--- src/hw/rtl/pwpc_pkg.sv ---
`default_nettype none
// ----------------------------------------------------------------------------
// PWM pulse width capture package
// Item types, event codes, register indexes and reset values.
// ----------------------------------------------------------------------------
package pwpc_pkg;

    localparam int NUM_CHANNELS_DEF = 4;
    localparam int COUNTER_BITS_DEF = 16;

    localparam int CFG_INDEX_W = 2;
    localparam int CFG_DATA_W  = 32;

    localparam logic [CFG_INDEX_W-1:0] CFG_CHANNEL_ENABLE = 2'd0;
    localparam logic [CFG_INDEX_W-1:0] CFG_TIMER_PERIOD   = 2'd1;
    localparam logic [CFG_INDEX_W-1:0] CFG_TIMEOUT_LIMIT  = 2'd2;

    localparam logic [3:0]  ENABLE_RESET  = 4'd0;
    localparam logic [15:0] PERIOD_RESET  = 16'hFFFF;
    localparam logic [31:0] TIMEOUT_RESET = 32'd100;

    localparam logic FUNC_CAPTURE = 1'b0;
    localparam logic FUNC_TIMEOUT = 1'b1;

    typedef enum logic [1:0] {
        EV_RISE     = 2'd0,
        EV_WIDTH    = 2'd1,
        EV_TIMEOUT  = 2'd2,
        EV_DISABLED = 2'd3
    } t_event_code;

    typedef struct packed {
        logic        func;
        logic [1:0]  chan;
        logic [15:0] capture_value;
        logic [31:0] now_ms;
    } t_in_item;

    typedef struct packed {
        t_event_code event_code;
        logic [1:0]  out_chan;
        logic [16:0] pulse_width;
        logic [3:0]  lost_mask;
    } t_out_item;

endpackage
`default_nettype wire

--- src/hw/rtl/pwm_pulse_width_capture.sv ---
`default_nettype none
// ----------------------------------------------------------------------------
// PWM pulse width capture
// Per-channel high-time measurement against a free-running capture counter.
// ----------------------------------------------------------------------------
// Takes one item per clock and returns exactly one result item for each; the
// item is held in an input register, the channel state is read and updated in
// that stage, and the result sits in an output register. A stalled result holds
// the input register and stalls the input. A capture item to an enabled
// channel alternates per channel between storing the rising count and
// computing the width (wrapped widths add timer_period + 1); a timeout item
// clears the width of every enabled channel whose last update is older than
// the timeout limit and flags it in lost_mask. Registers: 0 channel_enable,
// 1 timer_period, 2 timeout limit in milliseconds; write them only while no
// item is in flight.
module pwm_pulse_width_capture #(
    parameter int NUM_CHANNELS = pwpc_pkg::NUM_CHANNELS_DEF,
    parameter int COUNTER_BITS = pwpc_pkg::COUNTER_BITS_DEF
) (
    input  wire                                    i_clk,
    input  wire                                    i_rst_n,
    input  wire                                    i_in_valid,
    output logic                                   o_in_stall,
    input  pwpc_pkg::t_in_item                     i_in,
    output logic                                   o_out_valid,
    input  wire                                    i_out_stall,
    output pwpc_pkg::t_out_item                    o_out,
    input  wire                                    i_cfg_we,
    input  wire  [pwpc_pkg::CFG_INDEX_W-1:0]       i_cfg_index,
    input  wire  [pwpc_pkg::CFG_DATA_W-1:0]        i_cfg_wdata
);
    import pwpc_pkg::*;

    localparam int NC   = NUM_CHANNELS;
    localparam int CB   = COUNTER_BITS;
    localparam int WB   = COUNTER_BITS + 1;
    localparam int CH_W = (NUM_CHANNELS > 1) ? $clog2(NUM_CHANNELS) : 1;
    localparam logic [31:0] PERIOD_RST32 = 32'(PERIOD_RESET);

    logic [3:0]    r_enable;
    logic [CB-1:0] r_period;
    logic [31:0]   r_timeout;

    logic          r_in_valid;
    t_in_item      r_in;
    logic          r_out_valid;
    t_out_item     r_out;

    logic          r_expect_rise [NC];
    logic [CB-1:0] r_rise        [NC];
    logic [WB-1:0] r_width       [NC];
    logic [31:0]   r_stamp       [NC];

    logic          n_expect_rise [NC];
    logic [CB-1:0] n_rise        [NC];
    logic [WB-1:0] n_width       [NC];
    logic [31:0]   n_stamp       [NC];
    t_out_item     n_out;

    logic          out_free;
    logic          fire;
    logic [NC-1:0] chan_on;
    logic [31:0]   enable_ext;

    assign out_free    = !r_out_valid || !i_out_stall;
    assign fire        = r_in_valid && out_free;
    assign o_in_stall  = r_in_valid && !out_free;
    assign o_out_valid = r_out_valid;
    assign o_out       = r_out;
    assign enable_ext  = 32'(r_enable);
    assign chan_on     = enable_ext[NC-1:0];

    // configuration
    always_ff @(posedge i_clk) begin
        if (!i_rst_n) begin
            r_enable  <= ENABLE_RESET;
            r_period  <= PERIOD_RST32[CB-1:0];
            r_timeout <= TIMEOUT_RESET;
        end else if (i_cfg_we) begin
            unique case (i_cfg_index)
                CFG_CHANNEL_ENABLE: r_enable <= i_cfg_wdata[3:0];
                CFG_TIMER_PERIOD: begin
                    r_period <= PERIOD_RST32[CB-1:0] &
                                CB'({16'd0, i_cfg_wdata[15:0]});
                end
                CFG_TIMEOUT_LIMIT:  r_timeout <= i_cfg_wdata;
                default: ;
            endcase
        end
    end

    // item stage: read channel state, compute result and next state
    always_comb begin
        logic [31:0]   age;
        logic [NC-1:0] lost;
        logic [31:0]   lost_ext;
        logic [31:0]   cap_ext;
        logic [CB-1:0] cap;
        logic [31:0]   chan_ext;
        logic [CH_W-1:0] idx;
        logic          chan_ok;
        logic [WB-1:0] cur_width;
        logic [WB-1:0] meas;
        logic [32:0]   width_ext;

        n_expect_rise = r_expect_rise;
        n_rise        = r_rise;
        n_width       = r_width;
        n_stamp       = r_stamp;
        lost          = '0;
        age           = '0;
        cap_ext       = 32'(r_in.capture_value);
        cap           = cap_ext[CB-1:0];
        chan_ext      = 32'(r_in.chan);
        idx           = chan_ext[CH_W-1:0];
        chan_ok       = chan_ext < 32'(NC);
        cur_width     = chan_ok ? r_width[idx] : '0;
        meas          = '0;
        width_ext     = 33'(cur_width);

        n_out.event_code  = EV_TIMEOUT;
        n_out.out_chan    = r_in.chan;
        n_out.pulse_width = '0;
        n_out.lost_mask   = '0;

        if (r_in.func == FUNC_TIMEOUT) begin
            for (int i = 0; i < NC; i++) begin
                age = r_in.now_ms - r_stamp[i];
                if (chan_on[i] && (age > r_timeout)) begin
                    n_width[i] = '0;
                    lost[i]    = 1'b1;
                end
            end
            lost_ext        = 32'(lost);
            n_out.out_chan  = '0;
            n_out.lost_mask = lost_ext[3:0];
        end else begin
            lost_ext = '0;
            if (!(chan_ok && chan_on[idx])) begin
                n_out.event_code  = EV_DISABLED;
                n_out.pulse_width = width_ext[16:0];
            end else if (r_expect_rise[idx]) begin
                n_rise[idx]        = cap;
                n_expect_rise[idx] = 1'b0;
                n_out.event_code   = EV_RISE;
                n_out.pulse_width  = width_ext[16:0];
            end else begin
                if (cap >= r_rise[idx]) begin
                    meas = {1'b0, cap - r_rise[idx]};
                end else begin
                    meas = {1'b0, r_period} + WB'(1) + {1'b0, cap} - {1'b0, r_rise[idx]};
                end
                width_ext          = 33'(meas);
                n_width[idx]       = meas;
                n_stamp[idx]       = r_in.now_ms;
                n_expect_rise[idx] = 1'b1;
                n_out.event_code   = EV_WIDTH;
                n_out.pulse_width  = width_ext[16:0];
            end
        end
    end

    // channel state
    always_ff @(posedge i_clk) begin
        if (!i_rst_n) begin
            for (int i = 0; i < NC; i++) begin
                r_expect_rise[i] <= 1'b1;
                r_rise[i]        <= '0;
                r_width[i]       <= '0;
                r_stamp[i]       <= '0;
            end
        end else if (fire) begin
            r_expect_rise <= n_expect_rise;
            r_rise        <= n_rise;
            r_width       <= n_width;
            r_stamp       <= n_stamp;
        end
    end

    // input and result registers
    always_ff @(posedge i_clk) begin
        if (!i_rst_n) begin
            r_in_valid  <= 1'b0;
            r_out_valid <= 1'b0;
        end else begin
            if (!r_in_valid || out_free) begin
                r_in_valid <= i_in_valid;
            end
            if (out_free) begin
                r_out_valid <= r_in_valid;
            end
        end
    end

    always_ff @(posedge i_clk) begin
        if (i_in_valid && !o_in_stall) begin
            r_in <= i_in;
        end
        if (fire) begin
            r_out <= n_out;
        end
    end

endmodule
`default_nettype wire
--- config.mk ---
export PLATFORM = sky130hd
export DESIGN_NAME = pwm_pulse_width_capture
export DESIGN_NICKNAME = d
export VERILOG_FILES = /design/src/hw/rtl/pwpc_pkg.sv /design/src/hw/rtl/pwm_pulse_width_capture.sv
export SDC_FILE = /design/constraint.sdc
export NUM_CORES = 1
export LEC_CHECK = 0
export ABC_AREA = 1
export BUFFER_PORTS_ARGS = -buffer_cell sky130_fd_sc_hd__buf_2
export CORE_ASPECT_RATIO = 1.5
export CORE_MARGIN = 2
export CORE_UTILIZATION = 57
export DETAILED_ROUTE_END_ITERATION = 10
export PLACE_DENSITY = 0.8
export REMOVE_ABC_BUFFERS = 1
export SYNTH_ARGS = -nofsm -noshare
export SYNTH_HDL_FRONTEND = slang
export SYNTH_SLANG_ARGS = --single-unit
--- constraint.sdc ---
create_clock -name i_clk -period 3.9 [get_ports i_clk]
set_clock_uncertainty 0.05 [all_clocks]
set_input_delay 0.195 -clock i_clk [delete_from_list [all_inputs] [get_ports i_clk]]
set_output_delay 0.195 -clock i_clk [all_outputs]
set_load 0.03 [all_outputs]
# ---- After elaboration in Yosys (flattened, before gate mapping)
# Index checks and enable logic that the tools add are counted.
# Widths: inputs -> output; s select.
dict set report totals {
  regBits 394
  mem_count 0
  ram_bits 0
  out_inout_bits 27
  wordCells 130
  latchBits 0
  mem_bits_ro 0
  in_bits 90
}
dict set report op_classes {
  magnitude_cmp 8
  n_div 0
  n_bitwise 7
  n_mul 0
  shifts 0
  muxes 42
  n_reduce_logical 28
  n_addsub 8
  n_eq_ne 7
}
# operator n
set ops {}
lappend ops {{$mux 17} 13}
lappend ops {{$mux 68} 3}
lappend ops {{$bwmux 128} 1}
lappend ops {{$gt 32x32->1} 4}
lappend ops {{$sub 32x32->32} 4}
lappend ops {{$bwmux 68} 1}
lappend ops {{$bwmux 64} 1}
lappend ops {{$demux 32 s2} 1}
lappend ops {{$mux 16} 3}
lappend ops {{$bmux 17 s2} 1}
lappend ops {{$demux 17 s2} 1}
lappend ops {{$bmux 16 s2} 1}
lappend ops {{$demux 16 s2} 1}
lappend ops {{$mux 32} 1}
lappend ops {{$reduce_and 4->1} 6}
lappend ops {{$add 16x1->17 const B} 1}
lappend ops {{$add 17x16->17} 1}
lappend ops {{$sub 17x16->17} 1}
lappend ops {{$ge 16x16->1} 1}
lappend ops {{$sub 16x16->16} 1}
lappend ops {{$mux 1} 10}
lappend ops {{$logic_and 1x1->1} 8}
lappend ops {{$ne 2x1->1 const B} 4}
lappend ops {{$reduce_and 2->1} 3}
lappend ops {{20 further kinds} 28}

# ---- Depth between registers and ports, before layout
dict set report logic_depth {
  depth_word 13
  ltp_mapped 30
  mapped_depth_nobuf 29
}

# ---- Worst setup path after synthesis
# No wires, ideal clock.
dict set report synth_timing {
  path_type {reg2reg}
  startpoint {register r_in[0] in the netlist's numbering}
  endpoint {register r_width[10] in the netlist's numbering}
  n_path_buf 1
  setup_ns 0.070
  stages_incl_launch_ff 24
  arrival_time_ns 3.717
  path_slack_ns 0.062
  period_less_slack_ns 3.838
  required_time_ns 3.780
  cell_sequence {edfxtp_1 -> inv_1 -> ha_1 -> inv_1 -> fa_1 -> nand3_1 -> nand2_1 -> a21boi_0 -> o21ai_0 -> a21boi_0 -> o21ai_0 -> xor2_1 -> ha_1 -> nand2_1 -> nor2_1 -> nand2_1 -> nor3_1 -> a21oi_1 -> nand2_1 -> nand2_1 -> nand2_1 -> buf_2 -> nand2_1 -> a21oi_1}
}
dict set report synth_between {
  elab_chain_len 5
}
# element line_no
set synth_lines {}
lappend synth_lines {{from (decl)} pwm_pulse_width_capture.sv:45} ;# t_in_item r_in;
lappend synth_lines {{from (signal assigned)} pwm_pulse_width_capture.sv:197} ;# r_in <= i_in;
lappend synth_lines {{$sub 32x32->32} pwm_pulse_width_capture.sv:128} ;# age = r_in.now_ms - r_stamp[i];
lappend synth_lines {{$gt 32x32->1} pwm_pulse_width_capture.sv:129} ;# if (chan_on[i] && (age > r_timeout)) begin
lappend synth_lines {{$logic_and 1x1->1} pwm_pulse_width_capture.sv:129}
lappend synth_lines {{$ne 2x1->1 (no source line)} --}
lappend synth_lines {{$reduce_and 4->1 (no source line)} --}
lappend synth_lines {{to (signal assigned)} pwm_pulse_width_capture.sv:175} ;# r_width <= n_width;
lappend synth_lines {{to (decl)} pwm_pulse_width_capture.sv:51} ;# logic [WB-1:0] r_width [NC];
# Every way passes these cells.
# A chain may end at the register's enable or synchronous reset.

# ---- Worst setup path in the final report
dict set report layout_timing {
  startpoint {register r_in[0] in the netlist's numbering}
  endpoint {register r_width[33] in the netlist's numbering}
}
# Same word-level chain as after synthesis.

==> results_dict.tcl <==
set metrics [dict create \
    synth_cell_types 45 \
    cellPowerDensity_nw_per_um2 334 \
    p_switching_mw 3.77 \
    dr_wl_met2_um 47200 \
    fin_ws_ps -188 \
    drtIter0Drc 2443 \
    start_util_pct 57.7 \
    violations "setup timing" \
    fp.dieW_um 180 \
    ys_ff_latch 394 \
    io_buffers 116 \
    p_seq_share_pct 37.3 \
    cts_buffers 40 \
    ios 117 \
    multi_input_area_um2 17000 \
    clk_pin_slew_ps 70 \
    grt_pass1_vias 27500 \
    async_reset_ff_share_pct 0 \
    hold_path_end "chan_on[2]" \
    r2r-start "r_in[0]" \
    die_y_um 267 \
    drive_gt1_share_pct 22.0 \
    hold_path_depth 4 \
    drv_cap 0 \
    rsz0062_at_grt "yes" \
    syn_to_final_growth_pct 31.2 \
    finalPower_mw 11.6 \
    synth_cells 3566 \
    synth_flop_cell "dfxtp_1" \
    crit_type "flop to flop" \
    fmax_mhz 245 \
    wl_um 97800 \
    synth_edf_count 76 \
    r2r_slack_ps -190 \
    clockPowerShare_pct 34.4 \
    syn_area_um2 26300 \
    hold_viol 0 \
    ir_worst_vdd_v 0.000394 \
    vias 28200 \
    n_fill_cell 3346 \
    period_minus_slack_ps 4090 \
    relSlewSlack_pct 14.6 \
    wl_per_cell_um 20.5 \
    hp-class "input port to flop" \
    place_hpwl_um 68400 \
    arrival_ps 4490 \
    ff_latch_area_um2 8650 \
    reg2reg_to "r_width[33]" \
    outcome "finished, violations left" \
    startpoint_type "flop" \
    p_leak_nw 15.0 \
    hp-start "i_cfg_index[0]" \
    dpl_cell_area_um2 30400 \
    fin_nets 4533 \
    top_layer "met4" \
    design_area_um2 34600 \
    grt_antenna_before_repair 3 \
    avgSynthCellArea_um2 7.39 \
    dr.pass1.iters 6 \
    htree_levels 2 \
    maxSlewViolCount 0 \
    wl_met3_um 6600 \
    wl_met1_um 33000 \
    fin_crit_sh_pct 105 \
    crit_fanout 8 \
    grt_max_degree 246 \
    fin_tns_setup_ps -6590 \
    cp.required_ps 4300 \
    die_area_um2 48000 \
    tightest_slew_ps 1280 \
    max_stage_delay_ps 380 \
    grt.total_usage_pct 38.0 \
    clk_latency_ps 600 \
    core.rowCount 96 \
    cts-root-buf "clkbuf_16" \
    grt_pass1_wl_um 144000 \
    core_area_um2 45600 \
    drc_errors 0 \
    clock_path_buffers 3 \
    routed_via_density 5.93 \
    ys_seq_area_share_pct 32.8 \
    cts_tree "done" \
    cts_sinks 394 \
    pwr-share-comb_pct 28.3 \
    cp_slowest_cell "edfxtp_1" \
    rr_worst_depth 30 \
    netSwitchingFraction_pct 32.6 \
    setup_viol 64 \
    yosys_warnings 0 \
    gp_congestion 1.03 \
    ant_nets 0 \
    internal_power_mw 7.78 \
    crit_path_end_kind "flop" \
    grt_overflow_total 0 \
]
-- cells in the mapped netlist, types with 32 or more instances --
master | number | area, µm²
nand3_1 | 140 | 701
a22oi_1 | 32 | 240
nand2_1 | 662 | 2480
ha_1 | 286 | 3580
o21ai_1 | 56 | 280
xor2_1 | 99 | 867
o21ai_0 | 276 | 1380
inv_1 | 439 | 1650
nand4_1 | 39 | 244
clkbuf_1 | 89 | 334
a21oi_1 | 512 | 2560
dfxtp_1 | 318 | 6370
xnor2_1 | 37 | 324
nor2_1 | 232 | 871
nor3_1 | 36 | 180
edfxtp_1 | 76 | 2280
-- routing by layer --
metal  vias to the layer above  global-route usage, %
met1                     13000                   37.5
met5                         -                      0
met3                       586                   5.52
li1                      13200                      -
met4                         0                   35.9
met2                      1433                   68.2
-- critical path, delay by kind of cell, from the launching register on --
family / cells / cell delay [ps]
compound gates: 1 / 60
fa+ha+maj: 3 / 830
simple gates: 19 / 1790
buf+inv: 6 / 710
flops: 1 / 380
xor+xnor: 1 / 130
-- worst max-delay path by stage --
stage	start	cells after the start	end
global placement	r_in[13]	24	r_width[47]
finish	r_in[0]	30	r_width[33]
detailed placement	r_in[0]	25	r_width[4]
floorplan	r_in[48]	17	o_out[13]
CTS	r_in[0]	30	r_width[53]
global route	r_in[1]	24	r_width[12]
-- per-stage QoR --
| stage | setup WS [ps] | cells | hold slack, ps | utilization [%] |
|---|---|---|---|---|
| floorplan | 27.1 | 3453 | 232 | - |
| global placement | -191 | 4547 | 321 | 66.6 |
| detailed placement | -285 | 4547 | 323 | 66.6 |
| CTS | -53.8 | 4720 | 7.30 | 72.2 |
| global route | -497 | 4759 | 84.1 | 75.7 |
| finish | -188 | 4759 | 35.6 | 75.7 |
-- power groups by stage --
stage / clock (mW) / combinational (mW) / sequential, mW
floorplan: 0 / 1.59 / 4.42
global placement: 0 / 2.76 / 4.39
detailed placement: 0 / 2.81 / 4.39
CTS: 3.99 / 2.94 / 4.30
global route: 4.16 / 3.55 / 4.31
finish: 3.97 / 3.27 / 4.31
-- layout by cell type (no fill, tap or decap), types with 9 or more instances in the layout --
master | Yosys | routed
a21oi_2 | 0 | 54
a221oi_1 | 22 | 10
o21ai_1 | 56 | 71
nand3_2 | 4 | 15
o211ai_1 | 23 | 23
nor3_2 | 0 | 9
nor2_1 | 232 | 205
ha_1 | 286 | 243
xor2_1 | 99 | 97
buf_6 | 0 | 15
fa_1 | 21 | 17
dfxtp_1 | 318 | 318
a21oi_1 | 512 | 454
nor3_1 | 36 | 26
nand2_4 | 0 | 16
a22oi_1 | 32 | 32
buf_12 | 0 | 20
a221oi_2 | 1 | 13
inv_2 | 9 | 16
nand2_1 | 662 | 595
clkbuf_16 | 0 | 47
edfxtp_1 | 76 | 76
xnor2_1 | 37 | 34
inv_1 | 439 | 428
dlygate4sd3_1 | 0 | 88
a21o_1 | 31 | 31
nand3_1 | 140 | 126
nand4_1 | 39 | 39
o21a_1 | 16 | 16
buf_2 | 22 | 115
ha_2 | 0 | 10
ha_4 | 0 | 33
o21ai_0 | 276 | 253
buf_4 | 0 | 398
nor2_2 | 1 | 26
nand2_2 | 0 | 51
o21bai_1 | 21 | 18
-- registers in the layout, indices dropped and copies added (netlist names), named ones only --
signal	count
r_in_valid	1
r_timeout	32
r_rise	64
r_width	68
r_in	51
r_period	16
r_stamp	128
chan_on	4
o_out_valid	1
o_out	25
-- kinds of logic after synthesis --
group,synth area share [%]
flops,32.8
xor+xnor,4.52
fa+ha+maj,15.2
compound gates,21.5
buf+inv,8.11
simple gates,17.8
-- repair_timing --
item / 4_1_cts / 5_1_grt
hold buffers: 88 / 0
pin swaps: 13 / 86
endpoints found under the setup margin: 78 / 87
cloned: 1 / 4
buffers inserted: 10 / 33
hold endpoints to repair: 105 / 0
gates resized for setup: 74 / 293
-- final cells by class --
cell class	count	area share (%)
clock inverters	21	0.543
clock buffers	53	3.31
diodes	3	0.0217
repair buffers	641	14.9
flip-flops and latches	394	25.0
multi-input cells	2610	49.2
inverters	449	4.92
well taps	588	2.13
(Power assumes the default switching activity.)
